File: src/hdl/omx_pkg.sv
// omx_pkg: shared types, field widths, register codes and the quarter-wave sine table
// for the omni wheel motor mixer; used by every other file of the block
`default_nettype none

package omx_pkg;

  localparam int PWM_BITS_DEF  = 10;
  localparam int TRIG_FRAC_DEF = 15;
  localparam int TBL_FRAC      = 15;

  localparam int DEG_W      = 9;
  localparam int VEL_W      = 11;
  localparam int TURN_W     = 12;
  localparam int PWM_W      = 10;
  localparam int SPEED_W    = 10;
  localparam int WHEELS     = 4;
  localparam int WHEEL_W    = 2;
  localparam int CFG_IDX_W  = 2;
  localparam int CFG_DATA_W = 10;
  localparam int TRIG_MAG_W = 17;

  typedef enum logic [CFG_IDX_W-1:0] {
    REG_STALL   = 2'd0,
    REG_MAX     = 2'd1,
    REG_REVERSE = 2'd2
  } cfg_reg_t;

  typedef enum logic [1:0] {
    MUL_SUMP,
    MUL_SUMM,
    MUL_VELP,
    MUL_VELM
  } mul_sel_t;

  typedef enum logic [2:0] {
    ST_IDLE,
    ST_TRIG,
    ST_SUMP,
    ST_SUMM,
    ST_VELP,
    ST_VELM,
    ST_WHEEL,
    ST_OUT
  } state_t;

  typedef struct packed {
    logic               load;
    logic               trig;
    logic               mul_en;
    mul_sel_t           mul_sel;
    logic               wheel_en;
    logic [WHEEL_W-1:0] wheel_idx;
  } omx_cmd_t;

  typedef struct packed {
    logic brake;
  } omx_stat_t;

  // sin(k deg) * 2^15, k = 0..90
  localparam logic [15:0] QSINE [0:90] = '{
    16'd0,     16'd572,   16'd1144,  16'd1715,  16'd2286,  16'd2856,  16'd3425,  16'd3993,
    16'd4560,  16'd5126,  16'd5690,  16'd6252,  16'd6813,  16'd7371,  16'd7927,  16'd8481,
    16'd9032,  16'd9580,  16'd10126, 16'd10668, 16'd11207, 16'd11743, 16'd12275, 16'd12803,
    16'd13328, 16'd13848, 16'd14365, 16'd14876, 16'd15384, 16'd15886, 16'd16384, 16'd16877,
    16'd17364, 16'd17847, 16'd18324, 16'd18795, 16'd19261, 16'd19720, 16'd20174, 16'd20622,
    16'd21063, 16'd21498, 16'd21926, 16'd22348, 16'd22763, 16'd23170, 16'd23571, 16'd23965,
    16'd24351, 16'd24730, 16'd25102, 16'd25466, 16'd25822, 16'd26170, 16'd26510, 16'd26842,
    16'd27166, 16'd27482, 16'd27789, 16'd28088, 16'd28378, 16'd28660, 16'd28932, 16'd29197,
    16'd29452, 16'd29698, 16'd29935, 16'd30163, 16'd30382, 16'd30592, 16'd30792, 16'd30983,
    16'd31164, 16'd31336, 16'd31499, 16'd31651, 16'd31795, 16'd31928, 16'd32052, 16'd32166,
    16'd32270, 16'd32365, 16'd32449, 16'd32524, 16'd32588, 16'd32643, 16'd32688, 16'd32723,
    16'd32748, 16'd32763, 16'd32768
  };

  // table entry rescaled to frac fraction bits, round half up when narrowing
  function automatic logic [TRIG_MAG_W-1:0] trig_mag(input logic [6:0] idx, input int frac);
    logic [TRIG_MAG_W:0] q;
    q = {2'b00, QSINE[idx]};
    if (frac < TBL_FRAC) begin
      q = (q + ((TRIG_MAG_W+1)'(1) << (TBL_FRAC - frac - 1))) >> (TBL_FRAC - frac);
    end else begin
      q = q << (frac - TBL_FRAC);
    end
    return q[TRIG_MAG_W-1:0];
  endfunction

endpackage

`default_nettype wire

File: src/hdl/omx_if.sv
// omx_if: valid/ready channel interfaces for mixer requests and wheel results
// depends on omx_pkg for field widths
`default_nettype none

interface omx_in_if;
  logic                               valid;
  logic                               ready;
  logic                               brake;
  logic signed [omx_pkg::DEG_W-1:0]   direction_deg;
  logic signed [omx_pkg::VEL_W-1:0]   speed_cmd;
  logic signed [omx_pkg::TURN_W-1:0]  turn_cmd;

  modport source (output valid, brake, direction_deg, speed_cmd, turn_cmd, input ready);
  modport sink   (input valid, brake, direction_deg, speed_cmd, turn_cmd, output ready);
endinterface

interface omx_out_if;
  logic                       valid;
  logic                       ready;
  logic [omx_pkg::PWM_W-1:0]  fl_pwm;
  logic [omx_pkg::PWM_W-1:0]  fr_pwm;
  logic [omx_pkg::PWM_W-1:0]  bl_pwm;
  logic [omx_pkg::PWM_W-1:0]  br_pwm;
  logic                       fl_dir;
  logic                       fr_dir;
  logic                       bl_dir;
  logic                       br_dir;

  modport source (output valid, fl_pwm, fr_pwm, bl_pwm, br_pwm,
                  fl_dir, fr_dir, bl_dir, br_dir, input ready);
  modport sink   (input valid, fl_pwm, fr_pwm, bl_pwm, br_pwm,
                  fl_dir, fr_dir, bl_dir, br_dir, output ready);
endinterface

`default_nettype wire

File: src/hdl/omni_wheel_motor_mixer.sv
// omni_wheel_motor_mixer: four-wheel omni drive mixer, top level
// depends on omx_pkg, omx_if, omx_ctrl and omx_datapath
//
// Usage:
//   in_chan carries one request: brake, direction_deg, speed_cmd, turn_cmd.
//   out_chan returns one result per request: four PWM magnitudes and four
//   direction pin levels (front left, front right, back left, back right).
//   cfg_we/cfg_index/cfg_wdata write stall_speed (0), max_speed (1) and
//   reverse_mask (2); other indexes are ignored. Write only while idle.
//   A drive request steps through TRIG, SUMP, SUMM, VELP, VELM and the wheel
//   stage before its result shows on out_chan; a brake request goes from TRIG
//   straight to the result. One request is in flight at a time: in_chan.ready
//   is high only while idle. The cost of a drive request is set by the single
//   shared multiplier (four passes) and the wheel stage, which finishes one
//   wheel per cycle.
//   If the receiver stalls, the result holds on out_chan and no new request
//   is taken until it is accepted.
//   Reset (rst_n low, synchronous) empties the block, sets stall_speed 0,
//   max_speed 1023, reverse_mask 0 and the held directions to zero.
`default_nettype none

module omni_wheel_motor_mixer #(
  parameter int PWM_BITS       = omx_pkg::PWM_BITS_DEF,
  parameter int TRIG_FRAC_BITS = omx_pkg::TRIG_FRAC_DEF
) (
  input  wire                               clk,
  input  wire                               rst_n,
  omx_in_if.sink                            in_chan,
  omx_out_if.source                         out_chan,
  input  wire                               cfg_we,
  input  wire [omx_pkg::CFG_IDX_W-1:0]      cfg_index,
  input  wire [omx_pkg::CFG_DATA_W-1:0]     cfg_wdata
);

  omx_pkg::omx_cmd_t             cmd;
  omx_pkg::omx_stat_t            stat;
  logic [omx_pkg::PWM_W-1:0]     pwm [omx_pkg::WHEELS];
  logic [omx_pkg::WHEELS-1:0]    dir;

  omx_ctrl u_ctrl (
    .clk       (clk),
    .rst_n     (rst_n),
    .in_valid  (in_chan.valid),
    .in_ready  (in_chan.ready),
    .out_valid (out_chan.valid),
    .out_ready (out_chan.ready),
    .stat      (stat),
    .cmd       (cmd)
  );

  omx_datapath #(
    .PWM_BITS       (PWM_BITS),
    .TRIG_FRAC_BITS (TRIG_FRAC_BITS)
  ) u_datapath (
    .clk              (clk),
    .rst_n            (rst_n),
    .cmd              (cmd),
    .stat             (stat),
    .in_brake         (in_chan.brake),
    .in_direction_deg (in_chan.direction_deg),
    .in_speed_cmd     (in_chan.speed_cmd),
    .in_turn_cmd      (in_chan.turn_cmd),
    .cfg_we           (cfg_we),
    .cfg_index        (cfg_index),
    .cfg_wdata        (cfg_wdata),
    .pwm              (pwm),
    .dir              (dir)
  );

  assign out_chan.fl_pwm = pwm[0];
  assign out_chan.fr_pwm = pwm[1];
  assign out_chan.bl_pwm = pwm[2];
  assign out_chan.br_pwm = pwm[3];
  assign out_chan.fl_dir = dir[0];
  assign out_chan.fr_dir = dir[1];
  assign out_chan.bl_dir = dir[2];
  assign out_chan.br_dir = dir[3];

endmodule

`default_nettype wire

File: src/hdl/omx_ctrl.sv
// omx_ctrl: sequencer for the mixer, steps the shared multiplier and the wheel stage
// depends on omx_pkg for state, command and status types
`default_nettype none

module omx_ctrl (
  input  wire                 clk,
  input  wire                 rst_n,
  input  wire                 in_valid,
  output logic                in_ready,
  output logic                out_valid,
  input  wire                 out_ready,
  input  omx_pkg::omx_stat_t  stat,
  output omx_pkg::omx_cmd_t   cmd
);

  omx_pkg::state_t                    state_r, state_nxt;
  logic [omx_pkg::WHEEL_W-1:0]        wheel_r, wheel_nxt;

  always_ff @(posedge clk) begin
    if (!rst_n) begin
      state_r <= omx_pkg::ST_IDLE;
      wheel_r <= '0;
    end else begin
      state_r <= state_nxt;
      wheel_r <= wheel_nxt;
    end
  end

  always_comb begin
    state_nxt = state_r;
    wheel_nxt = '0;
    unique case (state_r)
      omx_pkg::ST_IDLE:  if (in_valid) state_nxt = omx_pkg::ST_TRIG;
      omx_pkg::ST_TRIG:  state_nxt = stat.brake ? omx_pkg::ST_OUT : omx_pkg::ST_SUMP;
      omx_pkg::ST_SUMP:  state_nxt = omx_pkg::ST_SUMM;
      omx_pkg::ST_SUMM:  state_nxt = omx_pkg::ST_VELP;
      omx_pkg::ST_VELP:  state_nxt = omx_pkg::ST_VELM;
      omx_pkg::ST_VELM:  state_nxt = omx_pkg::ST_WHEEL;
      omx_pkg::ST_WHEEL: begin
        wheel_nxt = wheel_r + 1'b1;
        if (wheel_r == omx_pkg::WHEEL_W'(omx_pkg::WHEELS - 1)) begin
          state_nxt = omx_pkg::ST_OUT;
        end
      end
      omx_pkg::ST_OUT:   if (out_ready) state_nxt = omx_pkg::ST_IDLE;
      default:           state_nxt = omx_pkg::ST_IDLE;
    endcase
  end

  always_comb begin
    in_ready      = 1'b0;
    out_valid     = 1'b0;
    cmd.load      = 1'b0;
    cmd.trig      = 1'b0;
    cmd.mul_en    = 1'b0;
    cmd.mul_sel   = omx_pkg::MUL_SUMP;
    cmd.wheel_en  = 1'b0;
    cmd.wheel_idx = wheel_r;
    unique case (state_r)
      omx_pkg::ST_IDLE: begin
        in_ready = 1'b1;
        cmd.load = in_valid;
      end
      omx_pkg::ST_TRIG:  cmd.trig = 1'b1;
      omx_pkg::ST_SUMP: begin
        cmd.mul_en  = 1'b1;
        cmd.mul_sel = omx_pkg::MUL_SUMP;
      end
      omx_pkg::ST_SUMM: begin
        cmd.mul_en  = 1'b1;
        cmd.mul_sel = omx_pkg::MUL_SUMM;
      end
      omx_pkg::ST_VELP: begin
        cmd.mul_en  = 1'b1;
        cmd.mul_sel = omx_pkg::MUL_VELP;
      end
      omx_pkg::ST_VELM: begin
        cmd.mul_en  = 1'b1;
        cmd.mul_sel = omx_pkg::MUL_VELM;
      end
      omx_pkg::ST_WHEEL: cmd.wheel_en = 1'b1;
      omx_pkg::ST_OUT:   out_valid = 1'b1;
      default: ;
    endcase
  end

endmodule

`default_nettype wire

File: src/hdl/omx_datapath.sv
// omx_datapath: trig lookup, shared multiplier, per-wheel mix/round/clamp and the
// configuration registers; depends on omx_pkg
`default_nettype none

module omx_datapath #(
  parameter int PWM_BITS       = omx_pkg::PWM_BITS_DEF,
  parameter int TRIG_FRAC_BITS = omx_pkg::TRIG_FRAC_DEF
) (
  input  wire                                 clk,
  input  wire                                 rst_n,
  input  omx_pkg::omx_cmd_t                   cmd,
  output omx_pkg::omx_stat_t                  stat,
  input  wire                                 in_brake,
  input  wire signed [omx_pkg::DEG_W-1:0]     in_direction_deg,
  input  wire signed [omx_pkg::VEL_W-1:0]     in_speed_cmd,
  input  wire signed [omx_pkg::TURN_W-1:0]    in_turn_cmd,
  input  wire                                 cfg_we,
  input  wire [omx_pkg::CFG_IDX_W-1:0]        cfg_index,
  input  wire [omx_pkg::CFG_DATA_W-1:0]       cfg_wdata,
  output logic [omx_pkg::PWM_W-1:0]           pwm [omx_pkg::WHEELS],
  output logic [omx_pkg::WHEELS-1:0]          dir
);

  localparam int F    = TRIG_FRAC_BITS;
  localparam int TW   = F + 2;
  localparam int MA   = 2 * F + 3;
  localparam int MB   = F + 2;
  localparam int MP   = MA + MB;
  localparam int WT   = 2 * F + 13;
  localparam int RW   = WT - 2 * F;
  localparam int CW   = ((PWM_BITS > RW) ? PWM_BITS : RW) + 1;
  localparam logic [omx_pkg::TRIG_MAG_W-1:0] C45_M = omx_pkg::trig_mag(7'd45, F);
  localparam logic signed [MB-1:0]  C45_S     = {1'b0, C45_M[F:0]};
  localparam logic [WT-1:0]         HALF      = WT'(1) << (2 * F - 1);
  localparam logic [CW-1:0]         PWM_LIMIT = (CW'(1) << PWM_BITS) - CW'(1);

  logic                               brake_r;
  logic signed [omx_pkg::DEG_W-1:0]   deg_r;
  logic signed [omx_pkg::VEL_W-1:0]   vel_r;
  logic signed [omx_pkg::TURN_W-1:0]  turn_r;
  logic signed [TW-1:0]               x_r, y_r;
  logic signed [MA-1:0]               sum_p_r, sum_m_r;
  logic signed [WT-1:0]               tot_p_r, tot_m_r;
  logic [omx_pkg::PWM_W-1:0]          pwm_r [omx_pkg::WHEELS];
  logic [omx_pkg::WHEELS-1:0]         dir_r;
  logic [omx_pkg::SPEED_W-1:0]        stall_r, max_r;
  logic [omx_pkg::WHEELS-1:0]         rev_r;

  function automatic logic signed [TW-1:0] sine_q(input logic [omx_pkg::DEG_W-1:0] a);
    logic [6:0]                        idx;
    logic                              neg;
    logic [omx_pkg::TRIG_MAG_W-1:0]    m;
    logic signed [TW-1:0]              v;
    if (a <= 9'd90) begin
      idx = a[6:0];
      neg = 1'b0;
    end else if (a <= 9'd180) begin
      idx = 7'(9'd180 - a);
      neg = 1'b0;
    end else if (a <= 9'd270) begin
      idx = 7'(a - 9'd180);
      neg = 1'b1;
    end else begin
      idx = 7'(9'd360 - a);
      neg = 1'b1;
    end
    m = omx_pkg::trig_mag(idx, F);
    v = {1'b0, m[F:0]};
    return neg ? -v : v;
  endfunction

  // angle reduction to [0, 360) and the cosine angle
  logic signed [omx_pkg::DEG_W:0]  deg_s;
  logic [omx_pkg::DEG_W:0]         deg_w, cdeg_w;
  logic [omx_pkg::DEG_W-1:0]       deg_u, cdeg_u;

  always_comb begin
    deg_s  = {deg_r[omx_pkg::DEG_W-1], deg_r};
    deg_w  = deg_s[omx_pkg::DEG_W] ? 10'(deg_s + 10'sd360) : 10'(deg_s);
    deg_u  = deg_w[omx_pkg::DEG_W-1:0];
    cdeg_w = {1'b0, deg_u} + 10'd90;
    cdeg_u = (cdeg_w >= 10'd360) ? 9'(cdeg_w - 10'd360) : cdeg_w[omx_pkg::DEG_W-1:0];
  end

  // shared multiplier
  logic signed [TW:0]    xy_p, xy_m;
  logic signed [MA-1:0]  mul_a;
  logic signed [MB-1:0]  mul_b;
  logic signed [MP-1:0]  prod;

  always_comb begin
    xy_p = {x_r[TW-1], x_r} + {y_r[TW-1], y_r};
    xy_m = {y_r[TW-1], y_r} - {x_r[TW-1], x_r};
    mul_a = {{(MA-TW-1){xy_p[TW]}}, xy_p};
    mul_b = C45_S;
    case (cmd.mul_sel)
      omx_pkg::MUL_SUMP: mul_a = {{(MA-TW-1){xy_p[TW]}}, xy_p};
      omx_pkg::MUL_SUMM: mul_a = {{(MA-TW-1){xy_m[TW]}}, xy_m};
      omx_pkg::MUL_VELP: begin
        mul_a = sum_p_r;
        mul_b = {{(MB-omx_pkg::VEL_W){vel_r[omx_pkg::VEL_W-1]}}, vel_r};
      end
      omx_pkg::MUL_VELM: begin
        mul_a = sum_m_r;
        mul_b = {{(MB-omx_pkg::VEL_W){vel_r[omx_pkg::VEL_W-1]}}, vel_r};
      end
      default: ;
    endcase
    prod = MP'(mul_a) * MP'(mul_b);
  end

  // one wheel: mix, round half away from zero, stall and clamp
  logic                        use_minus, add_turn, neg, pos, stalled;
  logic signed [WT-1:0]        base, turn_s, total;
  logic [WT-1:0]               mag, rnd;
  logic [RW-1:0]               r;
  logic [CW-1:0]               rc;
  logic [omx_pkg::PWM_W-1:0]   pwm_w;
  logic                        dir_w;

  always_comb begin
    use_minus = (cmd.wheel_idx == 2'd1) || (cmd.wheel_idx == 2'd2);
    add_turn  = (cmd.wheel_idx == 2'd0) || (cmd.wheel_idx == 2'd2);
    base      = use_minus ? tot_m_r : tot_p_r;
    turn_s    = {{(WT-omx_pkg::TURN_W){turn_r[omx_pkg::TURN_W-1]}}, turn_r} << (2 * F - 2);
    total     = add_turn ? base + turn_s : base - turn_s;
    neg       = total[WT-1];
    mag       = neg ? WT'(-total) : WT'(total);
    rnd       = mag + HALF;
    r         = rnd[WT-1:2*F];
    pos       = !neg && (r != '0);
    stalled   = r < RW'(stall_r);
    rc        = (r > RW'(max_r)) ? CW'(max_r) : CW'(r);
    if (rc > PWM_LIMIT) begin
      rc = PWM_LIMIT;
    end
    pwm_w     = stalled ? '0 : rc[omx_pkg::PWM_W-1:0];
    dir_w     = pos ? rev_r[cmd.wheel_idx] : ~rev_r[cmd.wheel_idx];
  end

  always_ff @(posedge clk) begin
    if (cmd.load) begin
      brake_r <= in_brake;
      deg_r   <= in_direction_deg;
      vel_r   <= in_speed_cmd;
      turn_r  <= in_turn_cmd;
    end
    if (cmd.trig) begin
      x_r <= sine_q(deg_u);
      y_r <= sine_q(cdeg_u);
    end
    if (cmd.mul_en) begin
      case (cmd.mul_sel)
        omx_pkg::MUL_SUMP: sum_p_r <= prod[MA-1:0];
        omx_pkg::MUL_SUMM: sum_m_r <= prod[MA-1:0];
        omx_pkg::MUL_VELP: tot_p_r <= prod[WT-1:0];
        omx_pkg::MUL_VELM: tot_m_r <= prod[WT-1:0];
        default: ;
      endcase
    end
    if (cmd.load && in_brake) begin
      for (int k = 0; k < omx_pkg::WHEELS; k++) begin
        pwm_r[k] <= '0;
      end
    end else if (cmd.wheel_en) begin
      pwm_r[cmd.wheel_idx] <= pwm_w;
    end
  end

  // dir_r doubles as the held directions across brake requests
  always_ff @(posedge clk) begin
    if (!rst_n) begin
      dir_r   <= '0;
      stall_r <= '0;
      max_r   <= '1;
      rev_r   <= '0;
    end else begin
      if (cmd.wheel_en) begin
        dir_r[cmd.wheel_idx] <= dir_w;
      end
      if (cfg_we) begin
        unique case (cfg_index)
          omx_pkg::REG_STALL:   stall_r <= cfg_wdata[omx_pkg::SPEED_W-1:0];
          omx_pkg::REG_MAX:     max_r   <= cfg_wdata[omx_pkg::SPEED_W-1:0];
          omx_pkg::REG_REVERSE: rev_r   <= cfg_wdata[omx_pkg::WHEELS-1:0];
          default: ;
        endcase
      end
    end
  end

  assign stat.brake = brake_r;
  assign pwm        = pwm_r;
  assign dir        = dir_r;

endmodule

`default_nettype wire

File: src/flat_wrapper.sv
// flat-port wrapper written by rule: the top's interface ports become plain ports
module omni_wheel_motor_mixer_flat 
#(
  parameter int PWM_BITS       = omx_pkg::PWM_BITS_DEF,
  parameter int TRIG_FRAC_BITS = omx_pkg::TRIG_FRAC_DEF
)
  (clk, rst_n, cfg_we, cfg_index, cfg_wdata, in_chan_valid, in_chan_brake, in_chan_direction_deg, in_chan_speed_cmd, in_chan_turn_cmd, in_chan_ready, out_chan_valid, out_chan_fl_pwm, out_chan_fr_pwm, out_chan_bl_pwm, out_chan_br_pwm, out_chan_fl_dir, out_chan_fr_dir, out_chan_bl_dir, out_chan_br_dir, out_chan_ready);
  omx_in_if in_chan_i ();
  omx_out_if out_chan_i ();
  input  wire clk;
  input  wire rst_n;
  input  wire cfg_we;
  input  wire [omx_pkg::CFG_IDX_W-1:0] cfg_index;
  input  wire [omx_pkg::CFG_DATA_W-1:0] cfg_wdata;
  input wire logic [$bits(in_chan_i.valid)-1:0] in_chan_valid;
  input wire logic [$bits(in_chan_i.brake)-1:0] in_chan_brake;
  input wire logic [$bits(in_chan_i.direction_deg)-1:0] in_chan_direction_deg;
  input wire logic [$bits(in_chan_i.speed_cmd)-1:0] in_chan_speed_cmd;
  input wire logic [$bits(in_chan_i.turn_cmd)-1:0] in_chan_turn_cmd;
  output wire logic [$bits(in_chan_i.ready)-1:0] in_chan_ready;
  output wire logic [$bits(out_chan_i.valid)-1:0] out_chan_valid;
  output wire logic [$bits(out_chan_i.fl_pwm)-1:0] out_chan_fl_pwm;
  output wire logic [$bits(out_chan_i.fr_pwm)-1:0] out_chan_fr_pwm;
  output wire logic [$bits(out_chan_i.bl_pwm)-1:0] out_chan_bl_pwm;
  output wire logic [$bits(out_chan_i.br_pwm)-1:0] out_chan_br_pwm;
  output wire logic [$bits(out_chan_i.fl_dir)-1:0] out_chan_fl_dir;
  output wire logic [$bits(out_chan_i.fr_dir)-1:0] out_chan_fr_dir;
  output wire logic [$bits(out_chan_i.bl_dir)-1:0] out_chan_bl_dir;
  output wire logic [$bits(out_chan_i.br_dir)-1:0] out_chan_br_dir;
  input wire logic [$bits(out_chan_i.ready)-1:0] out_chan_ready;
  assign in_chan_i.valid = in_chan_valid;
  assign in_chan_i.brake = in_chan_brake;
  assign in_chan_i.direction_deg = in_chan_direction_deg;
  assign in_chan_i.speed_cmd = in_chan_speed_cmd;
  assign in_chan_i.turn_cmd = in_chan_turn_cmd;
  assign in_chan_ready = in_chan_i.ready;
  assign out_chan_valid = out_chan_i.valid;
  assign out_chan_fl_pwm = out_chan_i.fl_pwm;
  assign out_chan_fr_pwm = out_chan_i.fr_pwm;
  assign out_chan_bl_pwm = out_chan_i.bl_pwm;
  assign out_chan_br_pwm = out_chan_i.br_pwm;
  assign out_chan_fl_dir = out_chan_i.fl_dir;
  assign out_chan_fr_dir = out_chan_i.fr_dir;
  assign out_chan_bl_dir = out_chan_i.bl_dir;
  assign out_chan_br_dir = out_chan_i.br_dir;
  assign out_chan_i.ready = out_chan_ready;
  omni_wheel_motor_mixer #(.PWM_BITS(PWM_BITS), .TRIG_FRAC_BITS(TRIG_FRAC_BITS)) u_core (.clk(clk), .rst_n(rst_n), .in_chan(in_chan_i), .out_chan(out_chan_i), .cfg_we(cfg_we), .cfg_index(cfg_index), .cfg_wdata(cfg_wdata));
endmodule
File: config.mk
export PLATFORM = sky130hd
export DESIGN_NAME = omni_wheel_motor_mixer_flat
export DESIGN_NICKNAME = d
export VERILOG_FILES = /design/src/hdl/omx_pkg.sv /design/src/hdl/omx_if.sv /design/src/hdl/omni_wheel_motor_mixer.sv /design/src/hdl/omx_ctrl.sv /design/src/hdl/omx_datapath.sv /design/src/flat_wrapper.sv
export SDC_FILE = /design/constraint.sdc
export NUM_CORES = 2
export LEC_CHECK = 0
export BUFFER_PORTS_ARGS = -buffer_cell sky130_fd_sc_hd__buf_2
export CELL_PAD_IN_SITES_DETAIL_PLACEMENT = 1
export CELL_PAD_IN_SITES_GLOBAL_PLACEMENT = 1
export CORE_ASPECT_RATIO = 0.7
export CORE_UTILIZATION = 45
export CTS_CLUSTER_SIZE = 20
export DETAILED_ROUTE_END_ITERATION = 6
export PLACE_DENSITY = 0.89
export REMOVE_ABC_BUFFERS = 1
export SETUP_SLACK_MARGIN = 0.5
export SLEW_MARGIN = 15
export SYNTH_ARGS = -nofsm -noshare
export SYNTH_HDL_FRONTEND = slang
export SYNTH_SLANG_ARGS = --single-unit
File: constraint.sdc
create_clock -name clk -period 9.3 [get_ports clk]
set_input_delay 1.395 -clock clk [delete_from_list [all_inputs] [get_ports clk]]
set_output_delay 1.395 -clock clk [all_outputs]
set_load 0.005 [all_outputs]
=== Word level (Yosys, flattened, before mapping) ===
Memories as Yosys holds them, arrays and structs flattened.
Cells that the tools add are included.

* Memory bits (read-only): 4096
* Output and inout bits: 46
* Logic and storage cells: 155
* Memories: 2
* Bits in registers: 292

{| class="wikitable"
|+ Memories
! name !! words !! width !! read ports !! clocked after memory_dff !! wr ports !! RTL line !! text
|-
| (no name shown) || 128 || 16 || 1 || 0 || 0 || omx_pkg.sv:78 || <nowiki>q = {2'b00, QSINE[idx]};</nowiki>
|-
| (no name shown) || 128 || 16 || 1 || 0 || 0 || omx_pkg.sv:78 ||
|}

* Reduce and logical (&&, ||, !) cells: 22
* Add/sub/neg operators: 18
* Multipliers: 1
* Order comparisons: 16
* Mux-type cells: 52
* Bitwise gates (word level): 4
* Equality and inequality tests: 18

{| class="wikitable"
|+ Operators by type and width
! cell !! count
|-
| 33-bit one-hot mux with 4 select lines || 1
|-
| 43-bit two-way mux || 3
|-
| 16-bit two-way mux || 8
|-
| 7-bit two-way mux || 8
|-
| 43-bit by 30-bit adder with 43-bit output (second input constant) || 1
|-
| 43-bit by 40-bit adder with 43-bit output || 1
|-
| 33-bit by 17-bit multiplier with 43-bit output || 1
|-
| 43-bit negation || 1
|-
| 43-bit by 40-bit subtractor with 43-bit output || 1
|-
| 40-bit bitwise mux || 1
|-
| 16-bit negation with 17-bit output || 2
|-
| 10-bit two-way mux || 3
|-
| 3-bit one-hot mux with 8 select lines || 1
|-
| 10-bit demux with 2-bit select || 1
|-
| 17-bit by 17-bit adder with 18-bit output || 1
|-
| 9-bit by 7-bit less-or-equal comparator with 1-bit output (second input constant) || 2
|-
| 9-bit by 8-bit less-or-equal comparator with 1-bit output (second input constant) || 2
|-
| 9-bit less-or-equal comparator (second input constant) || 2
|-
| 9-bit two-way mux || 2
|-
| 17-bit by 17-bit subtractor with 18-bit output || 1
|-
| 17-bit two-way mux || 1
|-
| 8-bit >= comparator (second input constant) || 2
|-
| 7-bit inverter with 8-bit output || 2
|-
| 2-bit AND reduction || 8
|-
| 38 further kinds || 75
|}

=== Longest topological paths before layout ===
* Word-level depth: 17
* Depth in mapped cells: 48
* Depth with buffers taken out: 48

=== Modules after synthesis ===
Synthesis repeated with hierarchy kept, for this count alone.

* Cells, all modules: 4137
* Area total of the unflattened synthesis: 37183.2 um2

{| class="wikitable"
|+ Modules (own cells, without submodules)
! module !! instances !! sequential area each (um2) !! area an instance (um2) !! cells an instance
|-
| omx_datapath || 1 || 7937.6 || 36870.4 || 4101
|-
| omx_ctrl || 1 || 100.1 || 312.8 || 36
|}

=== Worst setup path before layout ===
OpenSTA, ideal clock, no wires.

* Path type: register to register
* Start: reg u_core.u_ctrl.state_r[1]
* End: reg u_core.u_datapath.tot_m_r[42], data pin
* Setup time: 0.262 ns
* Arrival: 9.866 ns
* Period minus slack after synthesis: 10.128 ns
* Buffers on the path: 3
* Setup slack: -0.828 ns
* Stages on the path, launching flop included: 38
* Required time: 9.038 ns
* Cell sequence: dfxtp_1 -> inv_1 -> ha_1 -> nand2_1 -> inv_1 -> clkbuf_1 -> clkbuf_1 -> clkbuf_1 -> a221oi_1 -> nor2_1 -> fa_1 -> fa_1 -> fa_1 -> inv_1 -> fa_1 -> inv_1 -> fa_1 -> inv_1 -> (+2 left out) -> ha_1 -> a21oi_1 -> nor2b_1 -> o21ai_0 -> nand2b_1 -> a21o_1 -> a21o_1 -> a21o_1 -> a21o_1 -> a21oi_1 -> a21oi_1 -> o31ai_1 -> o2111ai_1 -> o211a_1 -> nand4_1 -> o21ai_0 -> o41a_1 -> xnor2_1

* Cells in the longest elaborated chain, start to end: 6
* Elaborated cells between the ends (all ways): 13

{| class="wikitable"
|+ Ends and longest elaborated chain
! element !! RTL line !! text
|-
| start, declared || omx_ctrl.sv:16 || <nowiki>omx_pkg::state_t state_r, state_nxt;</nowiki>
|-
| start signal, assigned || omx_ctrl.sv:21 || <nowiki>state_r <= omx_pkg::ST_IDLE;</nowiki>
|-
| start signal, assigned || omx_ctrl.sv:24 || <nowiki>state_r <= state_nxt;</nowiki>
|-
| 3-bit == test or 3-bit by 2-bit == test with 1-bit output (tied branches) || omx_ctrl.sv:59 || <nowiki>unique case (state_r)</nowiki>
|-
| 3-bit one-hot mux with 4 select lines * || omx_ctrl.sv:59 ||
|-
| 2-bit == test || omx_datapath.sv:96 || <nowiki>case (cmd.mul_sel)</nowiki>
|-
| 2-bit OR reduction (no line) || - ||
|-
| 17-bit two-way mux || omx_datapath.sv:96 ||
|-
| 33-bit by 17-bit multiplier with 43-bit output * || omx_datapath.sv:109 || <nowiki>prod = MP'(mul_a) * MP'(mul_b);</nowiki>
|-
| named net u_core.u_datapath.prod[42] || omx_datapath.sv:89 || <nowiki>logic signed [MP-1:0] prod;</nowiki>
|-
| end signal, assigned || omx_datapath.sv:157 || <nowiki>omx_pkg::MUL_VELM: tot_m_r <= prod[WT-1:0];</nowiki>
|-
| end, declared || omx_datapath.sv:43 || <nowiki>logic signed [WT-1:0] tot_p_r, tot_m_r;</nowiki>
|}

The timed path passes the listed nets; every way through them passes the cells marked *.
A chain may end at the register's enable or synchronous reset.

=== Worst setup path in the final report ===
* Start: reg u_core.u_datapath.x_r[1]
* End: reg u_core.u_datapath.tot_m_r[36], data pin

* Cells in the longest elaborated chain, start to end: 3
* Elaborated cells between the ends (all ways): 4

{| class="wikitable"
|+ Ends and longest elaborated chain
! element !! RTL line !! text
|-
| start, declared || omx_datapath.sv:41 || <nowiki>logic signed [TW-1:0] x_r, y_r;</nowiki>
|-
| start signal, assigned || omx_datapath.sv:149 || <nowiki>x_r <= sine_q(deg_u);</nowiki>
|-
| 17-bit by 17-bit subtractor with 18-bit output or 17-bit by 17-bit adder with 18-bit output (tied branches) || omx_datapath.sv:93, omx_datapath.sv:92 ||
|-
| 33-bit one-hot mux with 4 select lines * || omx_datapath.sv:96 ||
|-
| 33-bit by 17-bit multiplier with 43-bit output * || omx_datapath.sv:109 ||
|-
| named net u_core.u_datapath.prod[36] || omx_datapath.sv:89 ||
|}

Marked as above.

==> impl_results.md <==
- Post-Route WL: 191000 um
- Levels on crit path: 47
- Final period util: 121%
- Most frequent cells in the layout: 672 x inv_1, 462 x fa_1, 440 x buf_4
- Root buf cell: clkbuf_16
- Most common cell after layout, fill and taps aside: inv_1
- Failing checks: DRC, setup timing
- CP top delay family: compound AO/OA/AOI/OAI gates
- CP Class: reg2reg
- WP buf/inv: 13
- # hold bufs at CTS: 0
- Post-synth EDFFs: 219
- Number of remaining DRC errors: 70
- Placer Congestion: 1.04
- Seq/Total Area, Yosys: 21.7%
- Fmax: 89.0 MHz
- Final core utilization: 54.7%
- R2R depth: 47
- GRT overflow: 0
- DP Wirelength: 120000 um
- Outcome: finished, violations left
- Synthesized area: 37000 sq um
- Unrepaired setup endpoints after global routing: yes
- Initial Util: 45.7%
- Worst Tran Pin Value: 1300 ps
- Vias in the first global route: 39515
- Via density: 6.92
- #FFs+latches synth: 292
- Setup Skew: 63.0 ps
- Synth async-reset ratio: 0%
- PortBufs: 95
- Initial antenna violation count: 13
- DIE HEIGHT: 242 um
- Slew Limit Fails: 0
- TritonCTS Buffers: 36
- Worst EP required: 9660 ps
- Normalized max-slew margin: 12.7%
- Max cap viols: 0
- Wire length of the first global-routing pass: 254000 um
- Layout cell share with drive strength beyond 1: 21.1%
- TritonCTS clock tree: done
- Critical Path Sink Type: flip-flop
- CTS clock-pin slew for the worst setup and hold paths: 70 ps
- Synthesized instance count: 4117
- All-layer global routing usage: 40.6%
- I/O Pins: 96
- # H-tree levels: 2
- Die W: 345 um
- Final hold violation count: 0
- Total core area: 81000 sq um
- Worst-Skew Late Latency: 630 ps
- Syn_area_per_cell: 8.99 sq um
- Post-route setup slack: -1940 ps
- Hold crit path type: reg2reg
- Crit-path slowest cell: nor2_1
- Largest net degree at the start of global routing: 60
- Final setup vio count: 72
- Wire length per cell: 33.9 um
- Synth cell types: 115
- Yosys warnings: 0
- Num rows: 87
- CP peak stage delay: 790 ps
- Worst EP arrival: 11600 ps
- Hold depth: 2
- Initial DRC Count: 6525
- # nets final: 5288
- Sink Count: 292
- Synth-to-layout area growth: 19.8%
- DR vias: 39037
- First-pass DRT Iterations: 7
- Clk buf depth: 3
- Peak fanout along the critical path: 9
- Post-synth top flop: edfxtp_1
- Die ar.: 83400 sq um
- Final ANT Viol Nets: 0
- CP startpoint kind: flip-flop
- Fin crit period: 11240 ps
[tightest hold or removal path: stages (launching register included)]
cell	delay, ps
dfxtp_1	320
nand2_1	50
o21ai_0	60
[stage by stage]
step / setup slack (ps) / std cells / hold slack (ps) / TNS [ps] / area [sq um]
final: -1940 / 5644 / 453 / -86800 / 44300
after CTS: -626 / 5609 / 454 / -9990 / 43400
after global routing: -1890 / 5636 / 491 / -81560 / 44300
after global placement: -851 / 5515 / 431 / -17970 / 41300
after floorplan: -1180 / 3938 / 449 / -22020 / 36300
after detailed placement: -1380 / 5515 / 440 / -39930 / 41300
[layout make-up]
type                       count  area [sq um]
antenna                        9          22.5
clock buffer                  44           971
clock inverter                21           209
fill                        9226         36700
inverter                     692          2600
multi-input combinational   2954         27000
sequential                   292          8040
tap                         1068          1340
timing repair buffer         564          4130
[cells in the mapped netlist (31+ instances only)]
cell type	number	share of area (%)
dfxtp_1	73	3.9
nand2_1	373	3.8
nor2_1	430	4.4
and2_1	39	0.66
clkbuf_1	139	1.4
inv_1	688	7.0
mux2i_1	34	0.92
a21oi_1	211	2.9
o211ai_1	42	0.85
ha_1	223	7.5
o21ai_0	176	2.4
xor2_1	41	0.97
a21o_1	40	0.81
edfxtp_1	219	18
xnor2_1	98	2.3
nor3_1	65	0.88
nand2b_1	45	0.76
fa_1	475	26
a211oi_1	31	0.63
nand3_1	93	1.3
[metal layers]
metal	track usage [%]	vias up	part of all wire, %
met1	51.2	18872	33
met3	14.6	1534	16
met5	0	-	0.25
li1	-	14583	-
met4	22.2	20	9.5
met2	60.2	4028	41
[registers in the layout, indices dropped and copies added, names as in the netlist, 9 cells and up]
register                   flops
u_core.u_datapath.vel_r       11
u_core.u_datapath.tot_p_r     43
u_core.u_datapath.turn_r      12
u_core.u_datapath.sum_m_r     33
u_core.u_datapath.tot_m_r     43
u_core.u_datapath.max_r       10
u_core.u_datapath.y_r         17
u_core.u_datapath.x_r         17
u_core.u_datapath.deg_r        9
u_core.u_datapath.sum_p_r     33
u_core.u_datapath.pwm         40
u_core.u_datapath.stall_r     10
[final timing paths]
path                              from  slack [ps]                             to
max           u_core.u_datapath.x_r[1]       -1940  u_core.u_datapath.tot_m_r[36]
min          u_core.u_datapath.pwm[29]         450      u_core.u_datapath.pwm[29]
min reg2reg  u_core.u_datapath.pwm[29]         450      u_core.u_datapath.pwm[29]
max reg2reg   u_core.u_datapath.x_r[1]       -1940  u_core.u_datapath.tot_m_r[36]
[repair_timing]
item,4_1_cts,5_1_grt
resized for setup,182,151
gates cloned,0,0
setup buffers,29,26
pin swaps,83,109
endpoints found under the setup margin,90,156
[logic make-up after synthesis]
family                   share of synthesized area, %
XOR/XNOR                                         3.55
flip-flops                                       21.7
AND/OR/NAND/NOR                                  15.0
AO/OA/AOI/OAI                                    15.1
adder cells (fa/ha/maj)                          33.2
multiplexers                                     2.30
buffers and inverters                            9.03
Power is left out: the tool's default activity adds up to more than one toggle a clock period on the data nets, which glitch-free logic cannot reach.
